===== src/clsr_pkg.sv =====
package clsr_pkg;

  // Widths
  localparam int unsigned GEN_W  = 31;
  localparam int unsigned MUL_W  = 16;
  localparam int unsigned PROD_W = GEN_W + MUL_W;

  // Default shuffle depth and the extra warm-up steps taken before the fill
  localparam int unsigned TABLE_SIZE_DEF = 32;
  localparam int unsigned WARMUP_EXTRA   = 8;

  // Generator one
  localparam logic [GEN_W-1:0] MOD_ONE  = 31'd2147483563;
  localparam logic [MUL_W-1:0] MUL_ONE  = 16'd40014;
  localparam logic [7:0]       FOLD_ONE = 8'd85;     // 2^31 mod MOD_ONE

  // Generator two
  localparam logic [GEN_W-1:0] MOD_TWO  = 31'd2147483399;
  localparam logic [MUL_W-1:0] MUL_TWO  = 16'd40692;
  localparam logic [7:0]       FOLD_TWO = 8'd249;    // 2^31 mod MOD_TWO

  // Output shaping
  localparam logic [GEN_W-1:0] WRAP_ADD = 31'd2147483562;
  localparam logic [GEN_W-1:0] DEV_MAX  = 31'd2147483305;

  // Reset and seed values
  localparam logic [GEN_W-1:0] GEN_ONE_INIT = 31'd1;
  localparam logic [GEN_W-1:0] GEN_TWO_INIT = 31'd123456789;
  localparam logic [GEN_W-1:0] SEED_FLOOR   = 31'd1;

  // Command codes
  localparam logic CMD_DRAW   = 1'b0;
  localparam logic CMD_RESEED = 1'b1;

  typedef enum logic [2:0] {
    ST_IDLE,
    ST_WARM_MUL,
    ST_WARM_FOLD,
    ST_MUL,
    ST_READ,
    ST_WRITE
  } state_t;

  // Reduce a 47-bit product modulo m = 2^31 - c: fold the high part down
  // once, then a single conditional subtract (the sum stays below 2m).
  function automatic logic [GEN_W-1:0] mod_fold(input logic [PROD_W-1:0] p,
                                                input logic [7:0]        c,
                                                input logic [GEN_W-1:0]  m);
    logic [23:0] hc;
    logic [31:0] s;
    logic [31:0] d;
    hc = p[PROD_W-1:GEN_W] * c;
    s  = {8'd0, hc} + {1'b0, p[GEN_W-1:0]};
    d  = s - {1'b0, m};
    return (s >= {1'b0, m}) ? d[GEN_W-1:0] : s[GEN_W-1:0];
  endfunction

endpackage


===== src/combined_lcg_shuffle_rng_top.sv =====
// Combined two-generator uniform random source with a shuffle table.
// Input channel (in_valid/in_ready): cmd selects a plain draw or a reseed
// followed by a draw; seed_value is used only on reseed (zero acts as one).
// Output channel (out_valid/out_ready): one deviate per item, a numerator
// over 2147483563, clamped to 1..2147483305.
// A draw runs multiply, fold plus table read, then table write back, and the
// block takes no new item until it returns to idle. A reseed first runs the
// warm-up walk, each step a multiply state then a fold state of generator one.
// The shuffle table is one synchronous memory with a registered read.
// Reset puts both generators and the last output at their start values and
// clears the per-entry valid bits, so unwritten table entries read as zero.
// A finished result sits in the output register; the block accepts a new
// item while it waits, but holds in its write-back step until the register
// is free when the receiver stalls.
module combined_lcg_shuffle_rng_top #(
  parameter int unsigned TABLE_SIZE = clsr_pkg::TABLE_SIZE_DEF
) (
  input  logic                        clk,
  input  logic                        rst,
  input  logic                        in_valid,
  output logic                        in_ready,
  input  logic                        cmd,
  input  logic [clsr_pkg::GEN_W-1:0]  seed_value,
  output logic                        out_valid,
  input  logic                        out_ready,
  output logic [clsr_pkg::GEN_W-1:0]  deviate
);

  localparam int unsigned SLOT_W     = $clog2(TABLE_SIZE);
  localparam int unsigned Q_W        = SLOT_W + 1;
  localparam int unsigned WARM_STEPS = TABLE_SIZE + clsr_pkg::WARMUP_EXTRA;
  localparam int unsigned CNT_W      = $clog2(WARM_STEPS);
  localparam longint unsigned SLOT_DIV = 64'd1 + 64'(clsr_pkg::WRAP_ADD) / TABLE_SIZE;
  localparam int unsigned DIV_BITS   = $clog2(SLOT_DIV);
  localparam int unsigned SHIFT      = clsr_pkg::GEN_W + DIV_BITS;
  localparam longint unsigned RECIP  = ((64'd1 << SHIFT) + SLOT_DIV - 64'd1) / SLOT_DIV;
  localparam int unsigned RECIP_W    = 33;
  localparam int unsigned SPROD_W    = clsr_pkg::GEN_W + RECIP_W;
  localparam logic [RECIP_W-1:0] RECIP_K  = RECIP_W'(RECIP);
  localparam logic [SLOT_W-1:0]  SLOT_MAX = SLOT_W'(TABLE_SIZE - 1);
  localparam logic [Q_W-1:0]     Q_MAX    = Q_W'(TABLE_SIZE - 1);

  clsr_pkg::state_t state, state_next;

  // Generator state and last shuffled output
  logic [clsr_pkg::GEN_W-1:0]  g1, g2, last;
  logic [CNT_W-1:0]            cnt;
  logic [clsr_pkg::PROD_W-1:0] prod1, prod2;
  logic [SPROD_W-1:0]          prod_slot;
  logic [SLOT_W-1:0]           slot;

  // Shuffle table memory and its valid bits
  logic [clsr_pkg::GEN_W-1:0]  shuf_mem [TABLE_SIZE];
  logic [TABLE_SIZE-1:0]       shuf_vld;
  logic [clsr_pkg::GEN_W-1:0]  rd_data;
  logic                        rd_vld;

  // Control decodes
  logic                        out_free;
  logic                        rd_en;
  logic                        mem_we;
  logic [SLOT_W-1:0]           mem_wa;
  logic [clsr_pkg::GEN_W-1:0]  mem_wd;
  logic                        warm_wr;
  logic                        draw_wr;

  // Datapath combinational values
  logic [clsr_pkg::GEN_W-1:0]  g1_fold, g2_fold, seed_eff;
  logic [Q_W-1:0]              quot;
  logic [SLOT_W-1:0]           slot_next;
  logic [clsr_pkg::GEN_W-1:0]  tbl_val;
  logic [31:0]                 diff;
  logic [clsr_pkg::GEN_W-1:0]  v_next;
  logic [clsr_pkg::GEN_W-1:0]  deviate_next;

  assign out_free = !out_valid || out_ready;
  assign g1_fold  = clsr_pkg::mod_fold(prod1, clsr_pkg::FOLD_ONE, clsr_pkg::MOD_ONE);
  assign g2_fold  = clsr_pkg::mod_fold(prod2, clsr_pkg::FOLD_TWO, clsr_pkg::MOD_TWO);
  assign seed_eff = (seed_value == '0) ? clsr_pkg::SEED_FLOOR : seed_value;

  // Slot from reciprocal product, clamped to the last entry
  assign quot      = prod_slot[SHIFT +: Q_W];
  assign slot_next = (quot > Q_MAX) ? SLOT_MAX : quot[SLOT_W-1:0];

  // Table entry minus generator two, wrapped into 1..MOD_ONE-1
  assign tbl_val = rd_vld ? rd_data : '0;
  assign diff    = {1'b0, tbl_val} - {1'b0, g2};
  always_comb begin
    if (diff[31] || diff == '0) begin
      v_next = diff[clsr_pkg::GEN_W-1:0] + clsr_pkg::WRAP_ADD;
    end else begin
      v_next = diff[clsr_pkg::GEN_W-1:0];
    end
    deviate_next = (v_next > clsr_pkg::DEV_MAX) ? clsr_pkg::DEV_MAX : v_next;
  end

  // Next state
  always_comb begin
    state_next = state;
    case (state)
      clsr_pkg::ST_IDLE: begin
        if (in_valid) begin
          state_next = (cmd == clsr_pkg::CMD_RESEED) ? clsr_pkg::ST_WARM_MUL
                                                    : clsr_pkg::ST_MUL;
        end
      end
      clsr_pkg::ST_WARM_MUL:  state_next = clsr_pkg::ST_WARM_FOLD;
      clsr_pkg::ST_WARM_FOLD: begin
        state_next = (cnt == '0) ? clsr_pkg::ST_MUL : clsr_pkg::ST_WARM_MUL;
      end
      clsr_pkg::ST_MUL:  state_next = clsr_pkg::ST_READ;
      clsr_pkg::ST_READ: state_next = clsr_pkg::ST_WRITE;
      clsr_pkg::ST_WRITE: begin
        if (out_free) begin
          state_next = clsr_pkg::ST_IDLE;
        end
      end
      default: state_next = clsr_pkg::ST_IDLE;
    endcase
  end

  // State decodes
  always_comb begin
    in_ready = 1'b0;
    rd_en    = 1'b0;
    warm_wr  = 1'b0;
    draw_wr  = 1'b0;
    case (state)
      clsr_pkg::ST_IDLE:      in_ready = 1'b1;
      clsr_pkg::ST_WARM_FOLD: warm_wr  = (cnt < CNT_W'(TABLE_SIZE));
      clsr_pkg::ST_READ:      rd_en    = 1'b1;
      clsr_pkg::ST_WRITE:     draw_wr  = out_free;
      default: ;
    endcase
  end

  // Memory write port mux
  assign mem_we = warm_wr || draw_wr;
  assign mem_wa = warm_wr ? cnt[SLOT_W-1:0] : slot;
  assign mem_wd = warm_wr ? g1_fold : g1;

  // Shuffle table memory
  always_ff @(posedge clk) begin
    if (mem_we) begin
      shuf_mem[mem_wa] <= mem_wd;
    end
    if (rd_en) begin
      rd_data <= shuf_mem[slot_next];
      rd_vld  <= shuf_vld[slot_next];
    end
  end

  // Valid bits: reset makes every entry read as zero
  always_ff @(posedge clk) begin
    if (rst) begin
      shuf_vld <= '0;
    end else if (mem_we) begin
      shuf_vld[mem_wa] <= 1'b1;
    end
  end

  // Multiplier and slot registers
  always_ff @(posedge clk) begin
    prod1     <= g1 * clsr_pkg::MUL_ONE;
    prod2     <= g2 * clsr_pkg::MUL_TWO;
    prod_slot <= last * RECIP_K;
    if (rd_en) begin
      slot <= slot_next;
    end
    if (state == clsr_pkg::ST_IDLE) begin
      cnt <= CNT_W'(WARM_STEPS - 1);
    end else if (state == clsr_pkg::ST_WARM_FOLD) begin
      cnt <= cnt - CNT_W'(1);
    end
    if (draw_wr) begin
      deviate <= deviate_next;
    end
  end

  // Control and generator state
  always_ff @(posedge clk) begin
    if (rst) begin
      state     <= clsr_pkg::ST_IDLE;
      out_valid <= 1'b0;
      g1        <= clsr_pkg::GEN_ONE_INIT;
      g2        <= clsr_pkg::GEN_TWO_INIT;
      last      <= '0;
    end else begin
      state <= state_next;
      if (draw_wr) begin
        out_valid <= 1'b1;
        last      <= v_next;
      end else if (out_ready) begin
        out_valid <= 1'b0;
      end
      if (in_valid && in_ready && cmd == clsr_pkg::CMD_RESEED) begin
        g1 <= seed_eff;
        g2 <= seed_eff;
      end
      if (state == clsr_pkg::ST_WARM_FOLD) begin
        g1 <= g1_fold;
        if (cnt == '0) begin
          last <= g1_fold;
        end
      end
      if (state == clsr_pkg::ST_READ) begin
        g1 <= g1_fold;
        g2 <= g2_fold;
      end
    end
  end

  // Results stay inside the clamp range
  a_dev_range: assert property (@(posedge clk) disable iff (rst)
    out_valid |-> (deviate != '0) && (deviate <= clsr_pkg::DEV_MAX))
    else $error("deviate out of range");

  // Folded generators are fully reduced
  a_gen_reduced: assert property (@(posedge clk) disable iff (rst)
    (state == clsr_pkg::ST_READ) |=> (g1 < clsr_pkg::MOD_ONE) && (g2 < clsr_pkg::MOD_TWO))
    else $error("generator not reduced");

  // Reseed starts the full warm-up walk
  a_reseed_start: assert property (@(posedge clk) disable iff (rst)
    (in_valid && in_ready && cmd == clsr_pkg::CMD_RESEED) |=>
      (state == clsr_pkg::ST_WARM_MUL) && (cnt == CNT_W'(WARM_STEPS - 1)))
    else $error("reseed did not start warm-up");

  // Last warm-up step leaves slot zero as the last output
  a_warm_last: assert property (@(posedge clk) disable iff (rst)
    (state == clsr_pkg::ST_WARM_FOLD && cnt == '0) |=> (last == g1))
    else $error("last output not loaded from slot zero");

  // Write-back always produces a result item
  a_write_out: assert property (@(posedge clk) disable iff (rst)
    (state == clsr_pkg::ST_WRITE && out_free) |=>
      out_valid && (state == clsr_pkg::ST_IDLE))
    else $error("write-back lost its result");

endmodule


===== config.mk =====
export PLATFORM = sky130hd
export DESIGN_NAME = combined_lcg_shuffle_rng_top
export DESIGN_NICKNAME = d
export VERILOG_FILES = /design/src/clsr_pkg.sv /design/src/combined_lcg_shuffle_rng_top.sv
export SDC_FILE = /design/constraint.sdc
export NUM_CORES = 2
export LEC_CHECK = 0
export BUFFER_PORTS_ARGS = -buffer_cell sky130_fd_sc_hd__clkbuf_2
export CAP_MARGIN = 25
export CORE_ASPECT_RATIO = 0.6
export CORE_MARGIN = 5
export CORE_UTILIZATION = 50
export CTS_BUF_LIST = sky130_fd_sc_hd__clkbuf_16
export DETAILED_ROUTE_END_ITERATION = 7
export PLACE_DENSITY = 0.72
export SLEW_MARGIN = 25
export SYNTH_ARGS = -nofsm -noshare
export SYNTH_HDL_FRONTEND = slang
export SYNTH_SLANG_ARGS = --single-unit

===== constraint.sdc =====
create_clock -name clk -period 16.9 [get_ports clk]
set_clock_uncertainty 0.1 [all_clocks]
set_input_delay 3.38 -clock clk [delete_from_list [all_inputs] [get_ports clk]]
set_output_delay 3.38 -clock clk [all_outputs]
set_load 0.005 [all_outputs]

Word-level counts from Yosys, hierarchy flattened
Memories as Yosys holds them, arrays and structs flattened. A register that Yosys moved wholly into a read port is not among the register bits.
Index checks and enable logic that the tools add are counted.
{"block": "totals", "ff_bits": 326, "latchBits": 0, "ram_bits": 992, "romBits": 0, "inputBits": 36, "mem_count": 1}
{"block": "classes", "add_sub_neg": 7, "mul": 5, "div_mod_pow": 0, "magnitude_cmp": 8, "eq_ne": 7, "shifts": 0, "n_mux": 32, "bitwise": 1, "reduce_logical": 15}
{"name": "shuf_mem", "depth": 32, "width": 31, "read_ports": 1, "rd_clocked_by_memory_dff": 1, "write_ports": 1, "line_no": "combined_lcg_shuffle_rng_top.sv:53", "source": "logic [clsr_pkg::GEN_W-1:0] shuf_mem [TABLE_SIZE];"}
{"cell": "2-to-1 mux 31 bit", "count": 13}
{"cell": ">= comparator 32 x 31 -> 1 bit (second input constant)", "count": 2}
{"cell": "multiplier 31 x 32 -> 63 bit (second input constant)", "count": 1}
{"cell": "subtractor 31 bit (second input constant)", "count": 2}
{"cell": "multiplier 31 x 15 -> 46 bit (second input constant)", "count": 1}
{"cell": "multiplier 31 x 14 -> 45 bit (second input constant)", "count": 1}
{"cell": "adder 23 x 31 -> 32 bit", "count": 1}
{"cell": "adder 24 x 31 -> 32 bit", "count": 1}
{"cell": "zero test 32 bit", "count": 1}
{"cell": "bitwise OR 32 bit", "count": 1}
{"cell": "subtractor 31 x 31 -> 32 bit", "count": 1}
{"cell": "adder 31 bit (second input constant)", "count": 1}
{"cell": "greater-than comparator 31 bit (second input constant)", "count": 1}
{"cell": "zero test 31 bit", "count": 1}
{"cell": "multiplier 16 x 8 -> 24 bit (second input constant)", "count": 1}
{"cell": "multiplier 16 x 7 -> 23 bit (second input constant)", "count": 1}
{"cell": "case mux 3 bit (6 select lines)", "count": 1}
{"cell": "< comparator 5 x 6 -> 1 bit (second input constant)", "count": 2}
{"cell": "2-to-1 mux 1 bit", "count": 10}
{"cell": "2-to-1 mux 5 bit", "count": 2}
{"cell": "== test 3 x 2 -> 1 bit (second input constant)", "count": 2}
{"cell": "== test 3 bit (second input constant)", "count": 2}
{"cell": "greater-than comparator 6 x 5 -> 1 bit (second input constant)", "count": 1}
{"cell": "zero test 6 bit", "count": 1}
{"cell": "other kinds (16)", "count": 24}

Longest topological paths before layout
{"block": "depth", "word_depth": 8, "depth_mapped": 26, "mapped_depth_nobuf": 25}

Least setup slack after synthesis
OpenSTA, ideal clock, no wires.
{"block": "synth_path", "path_type": "reg2reg", "from": "register prod1[32] in the netlist's numbering", "to": "memory shuf_mem[0][21] in the netlist's numbering (data pin)", "arrival_time_ps": 6917, "path_slack_ps": 9429, "path_stages_with_launch": 21, "n_path_buf": 0, "period_less_slack_ps": 7471, "cell_sequence": "dfxtp_1 ha_1 fa_1 inv_1 fa_1 fa_1 inv_1 ha_1 and3_1 a221oi_1 xor2_1 nor3b_1 and4b_1 o2111ai_1 nor3_1 nand4_1 nor4_1 nand4_1 a2111oi_0 xnor2_1 o21ai_0"}
{"block": "synth_between", "elab_chain_len": 5, "word_cells_on_any_way": 6, "classes_between": "add/sub (2); mul (1); order compare (1); mux (2)"}
{"element": "from (decl)", "line_no": "combined_lcg_shuffle_rng_top.sv:48", "source": "logic [clsr_pkg::PROD_W-1:0] prod1, prod2;"}
{"element": "from (signal assigned)", "line_no": "combined_lcg_shuffle_rng_top.sv:164", "source": "prod1 <= g1 * clsr_pkg::MUL_ONE;"}
{"element": "multiplier 16 x 7 -> 23 bit (*)", "line_no": "clsr_pkg.sv:52", "source": "hc = p[PROD_W-1:GEN_W] * c;"}
{"element": "adder 23 x 31 -> 32 bit (*)", "line_no": "clsr_pkg.sv:53", "source": "s = {8'd0, hc} + {1'b0, p[GEN_W-1:0]};"}
{"element": "subtractor 31 bit or >= comparator 32 x 31 -> 1 bit (tied branches)", "line_no": "clsr_pkg.sv:54, clsr_pkg.sv:55"}
{"element": "2-to-1 mux 31 bit (*)", "line_no": "clsr_pkg.sv:55", "source": "return (s >= {1'b0, m}) ? d[GEN_W-1:0] : s[GEN_W-1:0];"}
{"element": "2-to-1 mux 31 bit (*)", "line_no": "combined_lcg_shuffle_rng_top.sv:140", "source": "assign mem_wd = warm_wr ? g1_fold : g1;"}
{"element": "named net mem_wd, one bit", "line_no": "combined_lcg_shuffle_rng_top.sv:63", "source": "logic [clsr_pkg::GEN_W-1:0] mem_wd;"}
{"element": "to (decl)", "line_no": "combined_lcg_shuffle_rng_top.sv:53"}
Mark *: on every way through the listed nets, which the timed path passes. The rest lies on a longest branch.

Worst setup path after layout
{"block": "layout_path", "from": "register prod2[33] in the netlist's numbering", "to": "register g2[19] in the netlist's numbering"}
{"block": "layout_between", "elab_chain_len": 5, "word_cells_on_any_way": 6, "classes_between": "add/sub (2); mul (1); order compare (1); mux (2)"}
{"element": "from (decl)", "line_no": "combined_lcg_shuffle_rng_top.sv:48"}
{"element": "from (signal assigned)", "line_no": "combined_lcg_shuffle_rng_top.sv:165", "source": "prod2 <= g2 * clsr_pkg::MUL_TWO;"}
{"element": "multiplier 16 x 8 -> 24 bit (*)", "line_no": "clsr_pkg.sv:52"}
{"element": "adder 24 x 31 -> 32 bit (*)", "line_no": "clsr_pkg.sv:53"}
{"element": "subtractor 31 bit or >= comparator 32 x 31 -> 1 bit (tied branches)", "line_no": "clsr_pkg.sv:54, clsr_pkg.sv:55"}
{"element": "2-to-1 mux 31 bit (*)", "line_no": "clsr_pkg.sv:55"}
{"element": "2-to-1 mux 31 bit (*)", "line_no": "combined_lcg_shuffle_rng_top.sv:206", "source": "if (state == clsr_pkg::ST_READ) begin"}
{"element": "to (signal assigned)", "line_no": "combined_lcg_shuffle_rng_top.sv:186", "source": "g2 <= clsr_pkg::GEN_TWO_INIT;"}
{"element": "to (signal assigned)", "line_no": "combined_lcg_shuffle_rng_top.sv:208", "source": "g2 <= g2_fold;"}
{"element": "to (decl)", "line_no": "combined_lcg_shuffle_rng_top.sv:46", "source": "logic [clsr_pkg::GEN_W-1:0] g1, g2, last;"}
Mark *: on every way between the ends. The rest lies on a longest branch, timed or not.
A chain may end at the register's enable or synchronous reset.

==> results.sh <==
export IMPL_htreeDepth=3
export IMPL_synthMuxAreaShare_pct=8.54
export IMPL_synth_compound_area_share_pct=8.24
export IMPL_ys_warn_count=0
export IMPL_n_fill_cell=12354
export IMPL_synth_area_per_cell_sq_um=12.8
export IMPL_grt_max_degree=120
export IMPL_async_reset_ff_share_pct=0
export IMPL_whs_path_depth=2
export IMPL_hold_class="reg -> reg"
export IMPL_cts_sink_count=1292
export IMPL_synth_flop_cell="edfxtp_1"
export IMPL_arrival_ns=9.14
export IMPL_dpl_hpwl_mm=161
export IMPL_finalNetCount=7185
export IMPL_grt_total_usage_pct=27.9
export IMPL_routed_via_density=6.18
export IMPL_drt_first_pass_iters=7
export IMPL_crit_top_cell="inv_1"
export IMPL_core_sq_um=152000
export IMPL_post_place_cells=7996
export IMPL_drive_gt1_share_pct=13.3
export IMPL_crit_chain="inv_1 > fa_1 > inv_1 > ha_1 > xor2_1 > fa_1 > inv_1 > fa_1 > inv_1 > ha_1 > o21ai_0 > inv_1 > a211o_1 > a2111oi_0 > or3_1 > and2_0 > xor2_1 > nor4_1 > nand4_1 > o21ai_1 > buf_4 > o2111ai_1 > or3_1 > a311o_1"
export IMPL_layoutNonFillerInstCount=8223
export IMPL_synthTopCellsByCount="edfxtp_1, inv_1, ha_1, nand2_1, fa_1"
export IMPL_synth_simple_gate_area_share_pct=7.17
export IMPL_synth_cell_types=88
export IMPL_ys_seq_area_share_pct=47.6
export IMPL_crit_path_top_delay_cell="a2111oi_0"
export IMPL_grt_overflow=0
export IMPL_clk_pin_slew_ns=0.07
export IMPL_syn_nets=7095
export IMPL_die_h_um=313
export IMPL_cts_resized=0
export IMPL_initial_core_util_pct=50.3
export IMPL_ctsLongestPathBuffers=3
export IMPL_critPathMaxStageDelay_ns=1.01
export IMPL_fin_setup_tns_ns=0
export IMPL_slew_headroom_pct=23.1
export IMPL_drt_total_wl_mm=227
export IMPL_drt_iter0_drc=6779
export IMPL_syn_area_sq_um=76700
export IMPL_rows=111
export IMPL_synth_edf_count=1060
export IMPL_max_freq_mhz=116
export IMPL_synth_top_family_by_area="adder cells"
export IMPL_dieArea_sq_um=162000
export IMPL_die_w_um=516
export IMPL_endpoint_kind="flip-flop"
export IMPL_cts_root_buf="clkbuf_16"
export IMPL_post_cts_buffers=0
export IMPL_r2r_cells=24
export IMPL_port_buffers=68
export IMPL_synthCells=5994
export IMPL_ant_nets=0
export IMPL_outcome="complete, no violations"
export IMPL_yosys_area_share_adder_pct=21.8
export IMPL_first_global_vias=49300
export IMPL_critPathMaxFanout=21
export IMPL_setup_worst_path_start_class="flip-flop"
export IMPL_clk_latency_ns=0.77
export IMPL_maxCapViolations=0
export IMPL_vias=50829
export IMPL_cts_tree="done"
export IMPL_io_pins=69
export IMPL_crit_type="reg -> reg"
export IMPL_synth_ff_latch_count=1292
export IMPL_grt_first_pass_wirelength_mm=332
export IMPL_ys_top_cells_by_area="edfxtp_1, fa_1, ha_1"
export IMPL_finalSetupViolCount=0
export IMPL_post_drt_wl_per_cell_um=27.6
export IMPL_area_growth_syn_to_layout_pct=9.57
export IMPL_synth_largest_area_cell="edfxtp_1"
export IMPL_required_ns=17.41
export IMPL_synth_top_cell_area_share_pct=41.5
export IMPL_worstMarginPinSlew_ns=1.12
export IMPL_cts_made_buffers=115
export IMPL_antenna_found_initial=8
export IMPL_yosys_cell_count_top_type="edfxtp_1"
export IMPL_drc_errors=0
export IMPL_gp_congestion=0.966
export IMPL_rsz0062_at_grt="no"
export IMPL_hold_viol=0
export IMPL_drv_slew=0
export IMPL_post_route_util_pct=55.1
export IMPL_period_share_pct=51.0
export IMPL_holdBufCountCts=0
export IMPL_synth_xor_area_share_pct=2.58
export IMPL_fin_crit_ns=8.63
## flip-flops by register name (all words and copies together), names as in the netlist
| signal | cells |
|---|---|
| shuf_mem | 992 |
| prod1 | 46 |
| prod2 | 45 |
| shuf_vld | 32 |
| deviate | 31 |
| g1 | 31 |
| g2 | 31 |
| last | 31 |
| rd_data | 31 |
| cnt | 6 |
| prod_slot | 6 |
| slot | 5 |
| state | 3 |
| out_valid | 1 |
| rd_vld | 1 |
## worst max-delay path: cells and delay by family, from the launching register on
kind / cells / cell delay [ns]
AOI/OAI and AO/OA: 6 / 2.49
buffers and inverters: 6 / 0.64
DFF: 1 / 0.47
xor gates and xnor gates: 2 / 0.36
adders and majority gates: 5 / 2.33
and+or+nand+nor: 5 / 2.11
## cells by family (layout without fill, tap and decap cells)
group,after synthesis,after routing
compound gates,968,968
xor+xnor,225,225
fa+ha+maj,1065,1065
buf+inv,836,1027
flops,1292,1292
mux,430,430
other cells,0,4
simple gates,1178,1178
## layer usage
layer	wire length, um	track usage, %	vias up
li1	-	-	21879
met1	99800	44.0	25531
met2	86400	35.3	3072
met3	33800	10.5	347
met4	6630	7.64	0
met5	0	0	-
## path summary, 6_finish.rpt
| kind | to | start | slack [ns] |
|---|---|---|---|
| setup / recovery | g2[19] | prod2[33] | 8.27 |
| hold / removal | shuf_vld[28] | shuf_vld[28] | 0.37 |
| setup reg to reg | g2[19] | prod2[33] | 8.27 |
| hold reg to reg | shuf_vld[28] | shuf_vld[28] | 0.37 |
## final cells by class
| class | count | area, sq um | share of cell area [%] |
|---|---|---|---|
| antenna | 4 | 10.0 | 0.0119 |
| clock buffer | 117 | 2930 | 3.48 |
| clock inverter | 101 | 856 | 1.02 |
| inverter | 630 | 2370 | 2.82 |
| multi-input combinational | 3866 | 37500 | 44.7 |
| sequential | 1292 | 36500 | 43.4 |
| tap | 2034 | 2540 | 3.03 |
| timing repair buffer | 179 | 1280 | 1.52 |
## stage by stage
step           cell area (sq um)  hold slack (ns)  setup slack (ns)
3_5_place_dp               80100            0.355              8.63
6_report                   84000            0.367              8.27
3_3_place_gp               80000            0.344              8.75
4_1_cts                    83900            0.370              8.58
2_1_floorplan              76700            0.331              9.43
5_1_grt                    84000            0.388              8.00
## cells in the final DEF, fill, tap and decap left out, types with 34 or more instances in the layout
master / instances
nor3_1: 59
a21o_1: 79
xor2_1: 81
inv_1: 645
mux2_2: 193
ha_1: 615
a21oi_1: 212
clkbuf_2: 67
a221oi_1: 89
clkbuf_16: 117
nand2_1: 457
o21ai_0: 245
buf_4: 105
a211oi_1: 34
and2_1: 52
mux2i_1: 77
fa_1: 450
nor2_1: 250
edfxtp_1: 1060
nor2_4: 37
mux4_2: 160
dfxtp_1: 230
nand4_1: 37
nand3_1: 61
nand2b_1: 41
xnor2_1: 143
Power is left out: the tool's default activity adds up to more than one toggle a clock period on the data nets, which glitch-free logic cannot reach.
